## config.mk

```make
export PLATFORM = sky130hd
export DESIGN_NAME = aabb_pair_collision_table_unit
export DESIGN_NICKNAME = d
export VERILOG_FILES = /design/src/hdl/apct_pkg.sv /design/src/hdl/apct_ram.sv /design/src/hdl/apct_ctrl.sv /design/src/hdl/apct_dpath.sv /design/src/hdl/aabb_pair_collision_table_unit.sv
export SDC_FILE = /design/constraint.sdc
export NUM_CORES = 1
export LEC_CHECK = 0
export BUFFER_PORTS_ARGS = -buffer_cell sky130_fd_sc_hd__buf_2
export CAP_MARGIN = 10
export CORE_MARGIN = 5
export CORE_UTILIZATION = 61
export CTS_CLUSTER_DIAMETER = 150
export DETAILED_ROUTE_END_ITERATION = 7
export PLACE_DENSITY = 0.84
export SLEW_MARGIN = 10
export SYNTH_ARGS = -nofsm -noshare
export SYNTH_HDL_FRONTEND = slang
export SYNTH_HIERARCHICAL = 1
export SYNTH_SLANG_ARGS = --single-unit
```

## constraint.sdc

```tcl
create_clock -name clk -period 8.35 [get_ports clk]
set_input_delay 0.4175 -clock clk [delete_from_list [all_inputs] [get_ports clk]]
set_output_delay 0.4175 -clock clk [all_outputs]
set_load 0.01 [all_outputs]
```

## src/hdl/apct_pkg.sv

```systemverilog
// Shared types and constants of the rectangle collision table unit.
// No dependencies.
`default_nettype none

package apct_pkg;

  localparam int BOX_W   = 62;
  localparam int KIND_W  = 3;
  localparam int ENTRY_W = BOX_W + KIND_W + 1;

  localparam logic [63:0] TYPE_MATRIX_RST = 64'd4415301485568;

  localparam logic [1:0] ACT_ADD    = 2'd0;
  localparam logic [1:0] ACT_REMOVE = 2'd1;
  localparam logic [1:0] ACT_SWEEP  = 2'd2;

  localparam logic [2:0] ST_ADDED   = 3'd0;
  localparam logic [2:0] ST_FULL    = 3'd1;
  localparam logic [2:0] ST_REMOVED = 3'd2;
  localparam logic [2:0] ST_REPORT  = 3'd3;
  localparam logic [2:0] ST_DONE    = 3'd4;

  typedef enum logic [1:0] {
    S_IDLE,
    S_EXEC,
    S_SWEEP
  } ctrl_state_t;

  typedef struct packed {
    logic capture;
    logic do_add;
    logic do_remove;
    logic sweep_start;
    logic sweep_run;
    logic push_done;
  } ctrl_cmd_t;

  typedef struct packed {
    logic [1:0] action;
    logic       sel_ok;
    logic       out_free;
    logic       drained;
  } dp_stat_t;

  // strict overlap of two packed boxes {height, width, top, left}
  function automatic logic boxes_overlap(input logic [BOX_W-1:0] a,
                                         input logic [BOX_W-1:0] b);
    logic signed [16:0] ax, ay, aw, ah, bx, by, bw, bh;
    ax = {a[15], a[15:0]};
    ay = {a[31], a[31:16]};
    aw = {2'b00, a[46:32]};
    ah = {2'b00, a[61:47]};
    bx = {b[15], b[15:0]};
    by = {b[31], b[31:16]};
    bw = {2'b00, b[46:32]};
    bh = {2'b00, b[61:47]};
    return (ax < bx + bw) && (ax + aw > bx) && (ay < by + bh) && (ay + ah > by);
  endfunction

endpackage

`default_nettype wire

```

## src/hdl/apct_ram.sv

```systemverilog
// Generic RAM: one write port, two registered read ports with read enable.
// No dependencies.
`default_nettype none

module apct_ram #(
  parameter int WIDTH = 8,
  parameter int DEPTH = 8
) (
  input  wire logic                     clk,
  input  wire logic                     we,
  input  wire logic [$clog2(DEPTH)-1:0] waddr,
  input  wire logic [WIDTH-1:0]         wdata,
  input  wire logic                     re,
  input  wire logic [$clog2(DEPTH)-1:0] raddr_a,
  input  wire logic [$clog2(DEPTH)-1:0] raddr_b,
  output logic      [WIDTH-1:0]         rdata_a,
  output logic      [WIDTH-1:0]         rdata_b
);

  logic [WIDTH-1:0] mem_r [DEPTH];

  always_ff @(posedge clk) begin
    if (we) begin
      mem_r[waddr] <= wdata;
    end
    if (re) begin
      rdata_a <= mem_r[raddr_a];
      rdata_b <= mem_r[raddr_b];
    end
  end

endmodule

`default_nettype wire

```

## src/hdl/apct_ctrl.sv

```systemverilog
// Controller state machine of the collision table unit.
// Depends on apct_pkg.
`default_nettype none

module apct_ctrl import apct_pkg::*; (
  input  wire logic      clk,
  input  wire logic      rst_n,
  input  wire logic      in_valid,
  output logic           in_ready,
  input  wire dp_stat_t  stat,
  output ctrl_cmd_t      cmd
);

  ctrl_state_t state_r, state_nxt;

  always_ff @(posedge clk) begin
    if (!rst_n) begin
      state_r <= S_IDLE;
    end else begin
      state_r <= state_nxt;
    end
  end

  always_comb begin
    state_nxt = state_r;
    unique case (state_r)
      S_IDLE: begin
        if (in_valid) state_nxt = S_EXEC;
      end
      S_EXEC: begin
        unique case (stat.action)
          ACT_ADD: begin
            if (stat.out_free) state_nxt = S_IDLE;
          end
          ACT_REMOVE: begin
            if (!stat.sel_ok || stat.out_free) state_nxt = S_IDLE;
          end
          ACT_SWEEP: begin
            state_nxt = S_SWEEP;
          end
          default: begin
            state_nxt = S_IDLE;
          end
        endcase
      end
      S_SWEEP: begin
        if (stat.drained && stat.out_free) state_nxt = S_IDLE;
      end
      default: begin
        state_nxt = S_IDLE;
      end
    endcase
  end

  always_comb begin
    in_ready        = 1'b0;
    cmd             = '0;
    unique case (state_r)
      S_IDLE: begin
        in_ready    = 1'b1;
        cmd.capture = in_valid;
      end
      S_EXEC: begin
        cmd.do_add      = (stat.action == ACT_ADD) && stat.out_free;
        cmd.do_remove   = (stat.action == ACT_REMOVE) && stat.sel_ok && stat.out_free;
        cmd.sweep_start = (stat.action == ACT_SWEEP);
      end
      S_SWEEP: begin
        cmd.sweep_run = 1'b1;
        cmd.push_done = stat.drained && stat.out_free;
      end
      default: begin
        in_ready = 1'b0;
      end
    endcase
  end

endmodule

`default_nettype wire

```

## src/hdl/apct_dpath.sv

```systemverilog
// Datapath: request register, occupancy bits, slot RAM, pair sweep pipeline,
// output register. Depends on apct_pkg and apct_ram.
`default_nettype none

module apct_dpath import apct_pkg::*; #(
  parameter int NUM_SLOTS = 8
) (
  input  wire logic        clk,
  input  wire logic        rst_n,
  input  wire ctrl_cmd_t   cmd,
  output dp_stat_t         stat,
  input  wire logic [1:0]  in_action,
  input  wire logic [2:0]  in_slot_sel,
  input  wire logic [15:0] in_rect_left,
  input  wire logic [15:0] in_rect_top,
  input  wire logic [14:0] in_rect_width,
  input  wire logic [14:0] in_rect_height,
  input  wire logic [2:0]  in_kind_code,
  input  wire logic        in_has_handler,
  input  wire logic [63:0] type_matrix,
  output logic             out_valid,
  input  wire logic        out_ready,
  output logic [2:0]       out_status,
  output logic [2:0]       out_slot_self,
  output logic [2:0]       out_slot_other,
  output logic             out_last
);

  localparam int IW = $clog2(NUM_SLOTS);

  // request register
  logic [1:0]        act_r, act_nxt;
  logic [2:0]        sel_r, sel_nxt;
  logic [BOX_W-1:0]  box_r, box_nxt;
  logic [KIND_W-1:0] kind_r, kind_nxt;
  logic              hdl_r, hdl_nxt;

  logic [NUM_SLOTS-1:0] used_r, used_nxt;

  // pair issue and pipeline
  logic [IW-1:0] pi_r, pi_nxt, pk_r, pk_nxt;
  logic          pend_r, pend_nxt;
  logic          s1_v_r, s1_v_nxt;
  logic [IW-1:0] s1_i_r, s1_i_nxt, s1_k_r, s1_k_nxt;
  logic          rep_ik_r, rep_ik_nxt, rep_ki_r, rep_ki_nxt;
  logic [IW-1:0] s2_i_r, s2_i_nxt, s2_k_r, s2_k_nxt;

  // output register
  logic       oval_r, oval_nxt;
  logic [2:0] ost_r, ost_nxt, oself_r, oself_nxt, oother_r, oother_nxt;
  logic       olast_r, olast_nxt;

  logic               out_free, advance, issue, free_found, sel_ok, wr_en;
  logic [IW-1:0]      free_idx, sel_idx;
  logic [ENTRY_W-1:0] rd_a, rd_b;
  logic               ovl, allow_ik, allow_ki;

  always_comb begin
    free_found = 1'b0;
    free_idx   = '0;
    for (int j = NUM_SLOTS - 1; j >= 0; j--) begin
      if (!used_r[j]) begin
        free_found = 1'b1;
        free_idx   = IW'(j);
      end
    end
  end

  assign sel_ok   = {1'b0, sel_r} < 4'(NUM_SLOTS);
  assign sel_idx  = sel_r[IW-1:0];
  assign out_free = !oval_r || out_ready;
  assign advance  = cmd.sweep_run && !rep_ik_r && !rep_ki_r;
  assign issue    = advance && pend_r;
  assign wr_en    = cmd.do_add && free_found;

  apct_ram #(
    .WIDTH (ENTRY_W),
    .DEPTH (NUM_SLOTS)
  ) u_ram (
    .clk     (clk),
    .we      (wr_en),
    .waddr   (free_idx),
    .wdata   ({hdl_r, kind_r, box_r}),
    .re      (issue),
    .raddr_a (pi_r),
    .raddr_b (pk_r),
    .rdata_a (rd_a),
    .rdata_b (rd_b)
  );

  assign ovl      = boxes_overlap(rd_a[BOX_W-1:0], rd_b[BOX_W-1:0]);
  assign allow_ik = type_matrix[{rd_a[BOX_W +: KIND_W], rd_b[BOX_W +: KIND_W]}];
  assign allow_ki = type_matrix[{rd_b[BOX_W +: KIND_W], rd_a[BOX_W +: KIND_W]}];

  always_comb begin
    act_nxt    = act_r;
    sel_nxt    = sel_r;
    box_nxt    = box_r;
    kind_nxt   = kind_r;
    hdl_nxt    = hdl_r;
    used_nxt   = used_r;
    pi_nxt     = pi_r;
    pk_nxt     = pk_r;
    pend_nxt   = pend_r;
    s1_v_nxt   = s1_v_r;
    s1_i_nxt   = s1_i_r;
    s1_k_nxt   = s1_k_r;
    rep_ik_nxt = rep_ik_r;
    rep_ki_nxt = rep_ki_r;
    s2_i_nxt   = s2_i_r;
    s2_k_nxt   = s2_k_r;
    ost_nxt    = ost_r;
    oself_nxt  = oself_r;
    oother_nxt = oother_r;
    olast_nxt  = olast_r;
    oval_nxt   = out_ready ? 1'b0 : oval_r;

    if (cmd.capture) begin
      act_nxt  = in_action;
      sel_nxt  = in_slot_sel;
      box_nxt  = {in_rect_height, in_rect_width, in_rect_top, in_rect_left};
      kind_nxt = in_kind_code;
      hdl_nxt  = in_has_handler;
    end

    if (cmd.do_add) begin
      oval_nxt   = 1'b1;
      oother_nxt = 3'd0;
      olast_nxt  = 1'b1;
      if (free_found) begin
        used_nxt[free_idx] = 1'b1;
        ost_nxt            = ST_ADDED;
        oself_nxt          = 3'(free_idx);
      end else begin
        ost_nxt   = ST_FULL;
        oself_nxt = 3'd0;
      end
    end

    if (cmd.do_remove) begin
      used_nxt[sel_idx] = 1'b0;
      oval_nxt          = 1'b1;
      ost_nxt           = ST_REMOVED;
      oself_nxt         = sel_r;
      oother_nxt        = 3'd0;
      olast_nxt         = 1'b1;
    end

    if (cmd.sweep_start) begin
      pi_nxt   = '0;
      pk_nxt   = IW'(1);
      pend_nxt = 1'b1;
    end

    if (issue) begin
      if (pk_r == IW'(NUM_SLOTS - 1)) begin
        if (pi_r == IW'(NUM_SLOTS - 2)) begin
          pend_nxt = 1'b0;
        end else begin
          pi_nxt = pi_r + IW'(1);
          pk_nxt = pi_r + IW'(2);
        end
      end else begin
        pk_nxt = pk_r + IW'(1);
      end
    end

    if (advance) begin
      s1_v_nxt   = issue && used_r[pi_r] && used_r[pk_r];
      s1_i_nxt   = pi_r;
      s1_k_nxt   = pk_r;
      rep_ik_nxt = s1_v_r && ovl && allow_ik && rd_a[ENTRY_W-1];
      rep_ki_nxt = s1_v_r && ovl && allow_ki && rd_b[ENTRY_W-1];
      s2_i_nxt   = s1_i_r;
      s2_k_nxt   = s1_k_r;
    end else if (cmd.sweep_run && out_free) begin
      oval_nxt   = 1'b1;
      ost_nxt    = ST_REPORT;
      olast_nxt  = 1'b0;
      if (rep_ik_r) begin
        rep_ik_nxt = 1'b0;
        oself_nxt  = 3'(s2_i_r);
        oother_nxt = 3'(s2_k_r);
      end else begin
        rep_ki_nxt = 1'b0;
        oself_nxt  = 3'(s2_k_r);
        oother_nxt = 3'(s2_i_r);
      end
    end

    if (cmd.push_done) begin
      oval_nxt   = 1'b1;
      ost_nxt    = ST_DONE;
      oself_nxt  = 3'd0;
      oother_nxt = 3'd0;
      olast_nxt  = 1'b1;
    end
  end

  always_ff @(posedge clk) begin
    if (!rst_n) begin
      used_r   <= '0;
      pend_r   <= 1'b0;
      s1_v_r   <= 1'b0;
      rep_ik_r <= 1'b0;
      rep_ki_r <= 1'b0;
      oval_r   <= 1'b0;
    end else begin
      used_r   <= used_nxt;
      pend_r   <= pend_nxt;
      s1_v_r   <= s1_v_nxt;
      rep_ik_r <= rep_ik_nxt;
      rep_ki_r <= rep_ki_nxt;
      oval_r   <= oval_nxt;
    end
  end

  always_ff @(posedge clk) begin
    act_r    <= act_nxt;
    sel_r    <= sel_nxt;
    box_r    <= box_nxt;
    kind_r   <= kind_nxt;
    hdl_r    <= hdl_nxt;
    pi_r     <= pi_nxt;
    pk_r     <= pk_nxt;
    s1_i_r   <= s1_i_nxt;
    s1_k_r   <= s1_k_nxt;
    s2_i_r   <= s2_i_nxt;
    s2_k_r   <= s2_k_nxt;
    ost_r    <= ost_nxt;
    oself_r  <= oself_nxt;
    oother_r <= oother_nxt;
    olast_r  <= olast_nxt;
  end

  assign stat.action   = act_r;
  assign stat.sel_ok   = sel_ok;
  assign stat.out_free = out_free;
  assign stat.drained  = !pend_r && !s1_v_r && !rep_ik_r && !rep_ki_r;

  assign out_valid      = oval_r;
  assign out_status     = ost_r;
  assign out_slot_self  = oself_r;
  assign out_slot_other = oother_r;
  assign out_last       = olast_r;

endmodule

`default_nettype wire

```

## src/hdl/aabb_pair_collision_table_unit.sv

```systemverilog
// Top level of the rectangle collision table unit: APB type matrix register,
// controller and datapath. Depends on apct_pkg, apct_ctrl, apct_dpath.
//
//   channel | handshake          | payload
//   --------+--------------------+---------------------------------------------
//   in      | in_valid/in_ready  | action, slot_sel, rect box, kind, handler
//   out     | out_valid/out_ready| status, slot_self, slot_other, last
//   cfg     | psel/penable/pready| type_matrix at byte address 0, 64 bits
//
// Add and remove: request capture, then table update into the output register.
// A sweep streams slot pairs through the two-port slot RAM, one pair per cycle
// while no collision report is waiting for the output register.
// Synchronous reset empties the table and loads the default type matrix.
// A stalled output holds its request; a report waiting on it freezes the sweep.
`default_nettype none

module aabb_pair_collision_table_unit import apct_pkg::*; #(
  parameter int NUM_SLOTS = 8
) (
  input  wire logic        clk,
  input  wire logic        rst_n,
  input  wire logic        in_valid,
  output logic             in_ready,
  input  wire logic [1:0]  in_action,
  input  wire logic [2:0]  in_slot_sel,
  input  wire logic [15:0] in_rect_left,
  input  wire logic [15:0] in_rect_top,
  input  wire logic [14:0] in_rect_width,
  input  wire logic [14:0] in_rect_height,
  input  wire logic [2:0]  in_kind_code,
  input  wire logic        in_has_handler,
  output logic             out_valid,
  input  wire logic        out_ready,
  output logic [2:0]       out_status,
  output logic [2:0]       out_slot_self,
  output logic [2:0]       out_slot_other,
  output logic             out_last,
  input  wire logic        psel,
  input  wire logic        penable,
  input  wire logic        pwrite,
  input  wire logic [3:0]  paddr,
  input  wire logic [63:0] pwdata,
  output logic [63:0]      prdata,
  output logic             pready
);

  logic [63:0] matrix_r, matrix_nxt;
  ctrl_cmd_t   cmd;
  dp_stat_t    stat;

  assign pready = 1'b1;

  always_comb begin
    matrix_nxt = matrix_r;
    if (psel && penable && pwrite && !paddr[3]) matrix_nxt = pwdata;
  end

  always_ff @(posedge clk) begin
    if (!rst_n) begin
      matrix_r <= TYPE_MATRIX_RST;
    end else begin
      matrix_r <= matrix_nxt;
    end
  end

  assign prdata = paddr[3] ? 64'd0 : matrix_r;

  apct_ctrl u_ctrl (
    .clk      (clk),
    .rst_n    (rst_n),
    .in_valid (in_valid),
    .in_ready (in_ready),
    .stat     (stat),
    .cmd      (cmd)
  );

  apct_dpath #(
    .NUM_SLOTS (NUM_SLOTS)
  ) u_dpath (
    .clk            (clk),
    .rst_n          (rst_n),
    .cmd            (cmd),
    .stat           (stat),
    .in_action      (in_action),
    .in_slot_sel    (in_slot_sel),
    .in_rect_left   (in_rect_left),
    .in_rect_top    (in_rect_top),
    .in_rect_width  (in_rect_width),
    .in_rect_height (in_rect_height),
    .in_kind_code   (in_kind_code),
    .in_has_handler (in_has_handler),
    .type_matrix    (matrix_r),
    .out_valid      (out_valid),
    .out_ready      (out_ready),
    .out_status     (out_status),
    .out_slot_self  (out_slot_self),
    .out_slot_other (out_slot_other),
    .out_last       (out_last)
  );

endmodule

`default_nettype wire

```

==> run_results.csv <==
group,metric,value,unit
clock_network,numCtsBuffers,84,
logic_synthesis,netlist_instances,2447,
setup_path,cp_max_fo,4,
logic_synthesis,async_flop_share,0,
setup_path,cp.arrival,5290,ps
status,outcome,"complete, no violations",
sta,tns,0,ps
route,drc_errors,0,
setup_path,startpoint,"u_dpath/u_ram/rdata_a[16]$_DFFE_PP_",
clock_network,cts_tree,"yes",
route,vias_per_cell,6.455,
sta,fin_crit_sh,0.5736,
pwr,p_clk_frac,0.434,
sta,relSlewSlack,0.2645,
route,dr_total_vias,23720,
logic_synthesis,ys_seq_area_frac,0.6002,
clock_network,cts.sinks,838,
route,drt_iter0_markers,2708,
pwr,power_density,197.0,nW/um^2
logic_synthesis,postSynthAreaPerCell,16.49,um^2
place,hpwl,56250,um
floorplan,dieArea,71380,um^2
finish,ff_latch_area,24240,um^2
finish,postLayoutCoreUtil,0.6986,
pwr,intPower,0.007149,W
sta,holdWs,29.51,ps
hold_path,hp-class,"primary input to flop",
place,place_area,42080,um^2
route,firstDrtPassIters,5,
global_routing,grt_start_max_net_pins,104,
global_routing,grt_pass1_vias,24700,
floorplan,die-width,267.2,um
logic_synthesis,synth_top_area_share,0.5530,
global_routing,grt_first_pass_wirelength,143900,um
clock_network,cts_buffer_depth,3,
logic_synthesis,ys_seq_elements,838,
sta,fin_skew,31.96,ps
setup_path,r2r_start,"u_dpath/u_ram/rdata_a[16]$_DFFE_PP_",
pwr,p_sw_frac,0.2082,
global_routing,grt.total_usage,0.2618,
global_routing,met3_usage,0.04520,
hold_path,hold_start,"pwdata[11]",
setup_path,end_kind,"flop",
global_routing,top_usage_layer,"met2",
run,max_cap_violations,0,
global_routing,antenna_found_initial,1,
clock_network,clkTransAtPathRegs,60,ps
clock_network,cts.repair.resized,0,
finish,mostFrequentLayoutCell,"edfxtp_1",
global_routing,use_met2,0.4506,
setup_path,required,8850,ps
finish,layout_common_cells,"743 x edfxtp_1, 300 x mux4_2, 217 x buf_2, 166 x nand2_1, 134 x mux2_2",
finish,nets,3018,
sta,finalCriticalPeriod,4790,ps
pwr,seq_power_share,0.519,
logic_synthesis,yosysTopAreaCell,"edfxtp_1",
clock_network,cts-root-buf,"clkbuf_16",
logic_synthesis,synth_nets,2727,
setup_path,crit_family,"simple AND/OR/NAND/NOR gates",
floorplan,start_util,0.6147,
logic_synthesis,synth_ff_type,"edfxtp_1",
finish,areaGrowthSynthToFinish,13.64,%
pwr,p_leak,15.57,nW
sta,drv_slew,0,
clock_network,cts_setup_buffers,0,
finish,drive_gt1_frac,0.3000,
sta,worst_pin_slew,1101,ps
pwr,p_sw,0.001880,W
clock_network,htree_levels,3,
setup_path,critical_path.max_stage_delay,690,ps
place,gp_congestion,0.9203,
route,ant_nets,0,
global_routing,use_met1,0.3522,
sta,finalHoldViolCount,0,
place,portBuffers,218,
sta,max_freq,208.8,MHz
clock_network,cts_hold_buf,82,
logic_synthesis,synthTopCellsByArea,"edfxtp_1 55%, mux4_2 17%, dfxtp_1 4.7%",
logic_synthesis,synth-edff-count,743,
global_routing,overflow,0,
logic_synthesis,yosysWarnings,6,
floorplan,io_pins,223,
sta,setup_viol,0,
finish,multiInputGateArea,15180,um^2
sta,rsz0062_at_grt,"no",
setup_path,crit_type,"flop to flop",
finish,fillers,4077,
finish,finalInstanceArea,45850,um^2
floorplan,fp.coreArea,65630,um^2
route,wirelength,93900,um
floorplan,die_h,267.2,um
logic_synthesis,synth_cell_type_count,75,
route,wl_per_cell,25.55,um
pwr,p_comb_frac,0.047,
logic_synthesis,netlist_area,40340,um^2
floorplan,std_cell_rows,94,
pwr,ir_worst_vdd,0.1717,mV
setup_path,cp.buffers_inverters,1,
clock_network,clock_latency,660,ps
setup_path,path_cells,"ha_1 -> inv_1 -> fa_1 -> and2b_1 -> o21a_1 -> o21ai_2 -> a211o_1 -> o221ai_2 -> o41ai_1 -> xnor2_1 -> ha_1 -> nand3_1 -> nor3_1 -> nor4b_1 -> nor4_1 -> o21a_1 -> nand4_1 -> o21ai_0",
setup_path,critPathSlowestCell,"nor4b_1",
setup_path,cp-start-kind,"flop",
synthesized netlist by cell type, types with 4 or more instances:
library cell and number:
a211o_1 5, a211oi_1 14, a21o_1 13, a21oi_1 61
a22oi_1 18, a31oi_1 12, and2_1 7, buf_1 10
buf_12 6, buf_2 32, buf_6 19, clkbuf_1 51
dfxtp_1 95, edfxtp_1 743, fa_1 4, ha_1 130
inv_1 73, mux2_2 134, mux2i_1 73, mux4_2 300
nand2_1 166, nand2b_1 14, nand3_1 30, nand4_1 17
nor2_1 90, nor2b_1 100, nor3_1 27, nor4_1 5
o211ai_1 8, o21a_1 6, o21ai_0 50, o21bai_1 5
o311ai_0 6, o31ai_1 4, o41ai_1 4, xnor2_1 29
xor2_1 16
power by group through the flow:
| stage | Combinational, W | Clock, W | Sequential, W |
|---|---|---|---|
| global route | 0.000455 | 0.00417 | 0.00470 |
| CTS | 0.000426 | 0.00398 | 0.00469 |
| finish | 0.000422 | 0.00392 | 0.00469 |
| global placement | 0.000380 | 0 | 0.00477 |
| floorplan | 0.000305 | 0 | 0.00474 |
| detailed placement | 0.000390 | 0 | 0.00478 |
layout make-up:
type,count,area share
Timing Repair Buffer,326,0.04656
Tap cell,864,0.02358
Antenna cell,1,0.00005458
Clock buffer,109,0.04967
Inverter,73,0.005977
Clock inverter,49,0.01446
Multi-Input combinational cell,1415,0.3311
Sequential cell,838,0.5286
sequential cells by signal, summed over array words and instances, names as in the netlist, 8 cells and up:
register,flops
u_dpath/u_ram/mem_r,528
u_dpath/box_r,62
u_dpath/used_r,8
matrix_r,64
u_dpath/u_ram/rdata_b,66
u_dpath/u_ram/rdata_a,66
worst paths after layout:
kind	endpoint	slack [ps]	cells after the start
min	matrix_r[11]$_SDFFE_PN0P_	30	3
max reg2reg	u_dpath/rep_ki_r$_SDFFE_PN0P_	3560	18
max	u_dpath/rep_ki_r$_SDFFE_PN0P_	3560	18
min reg2reg	u_dpath/s2_i_r[1]$_DFFE_PP_	420	0
per-layer routing:
metal | vias up | part of all wire
li1 | 10360 | -
met1 | 12050 | 0.39
met2 | 1138 | 0.51
met3 | 180 | 0.079
met4 | 0 | 0.026
met5 | - | 0
worst register-to-register path: cells and delay by family (launching register included):
family	cells	cell delay, ps
xor+xnor	1	130
buf+inv	1	110
flops	1	420
simple gates	6	1710
compound gates	7	1450
fa+ha+maj	3	810
cell families after synthesis:
kind of cell             share of synthesized area
adder cells (fa/ha/maj)                    0.04230
AO/OA/AOI/OAI                              0.04072
other                                    0.0001862
multiplexers                                0.2230
XOR/XNOR                                  0.009769
AND/OR/NAND/NOR                            0.05858
flip-flops                                  0.6002
buffers and inverters                      0.02528
per-stage QoR:
stage | power [W] | instances | setup slack [ps]
5_1_grt | 0.009326 | 3675 | 3319
3_5_place_dp | 0.005170 | 3434 | 3865
6_report | 0.009029 | 3675 | 3560
2_1_floorplan | 0.005048 | 2447 | 1842
4_1_cts | 0.009095 | 3674 | 3732
3_3_place_gp | 0.005151 | 3434 | 3952
Note: power is estimated with default switching activity, not from simulation.
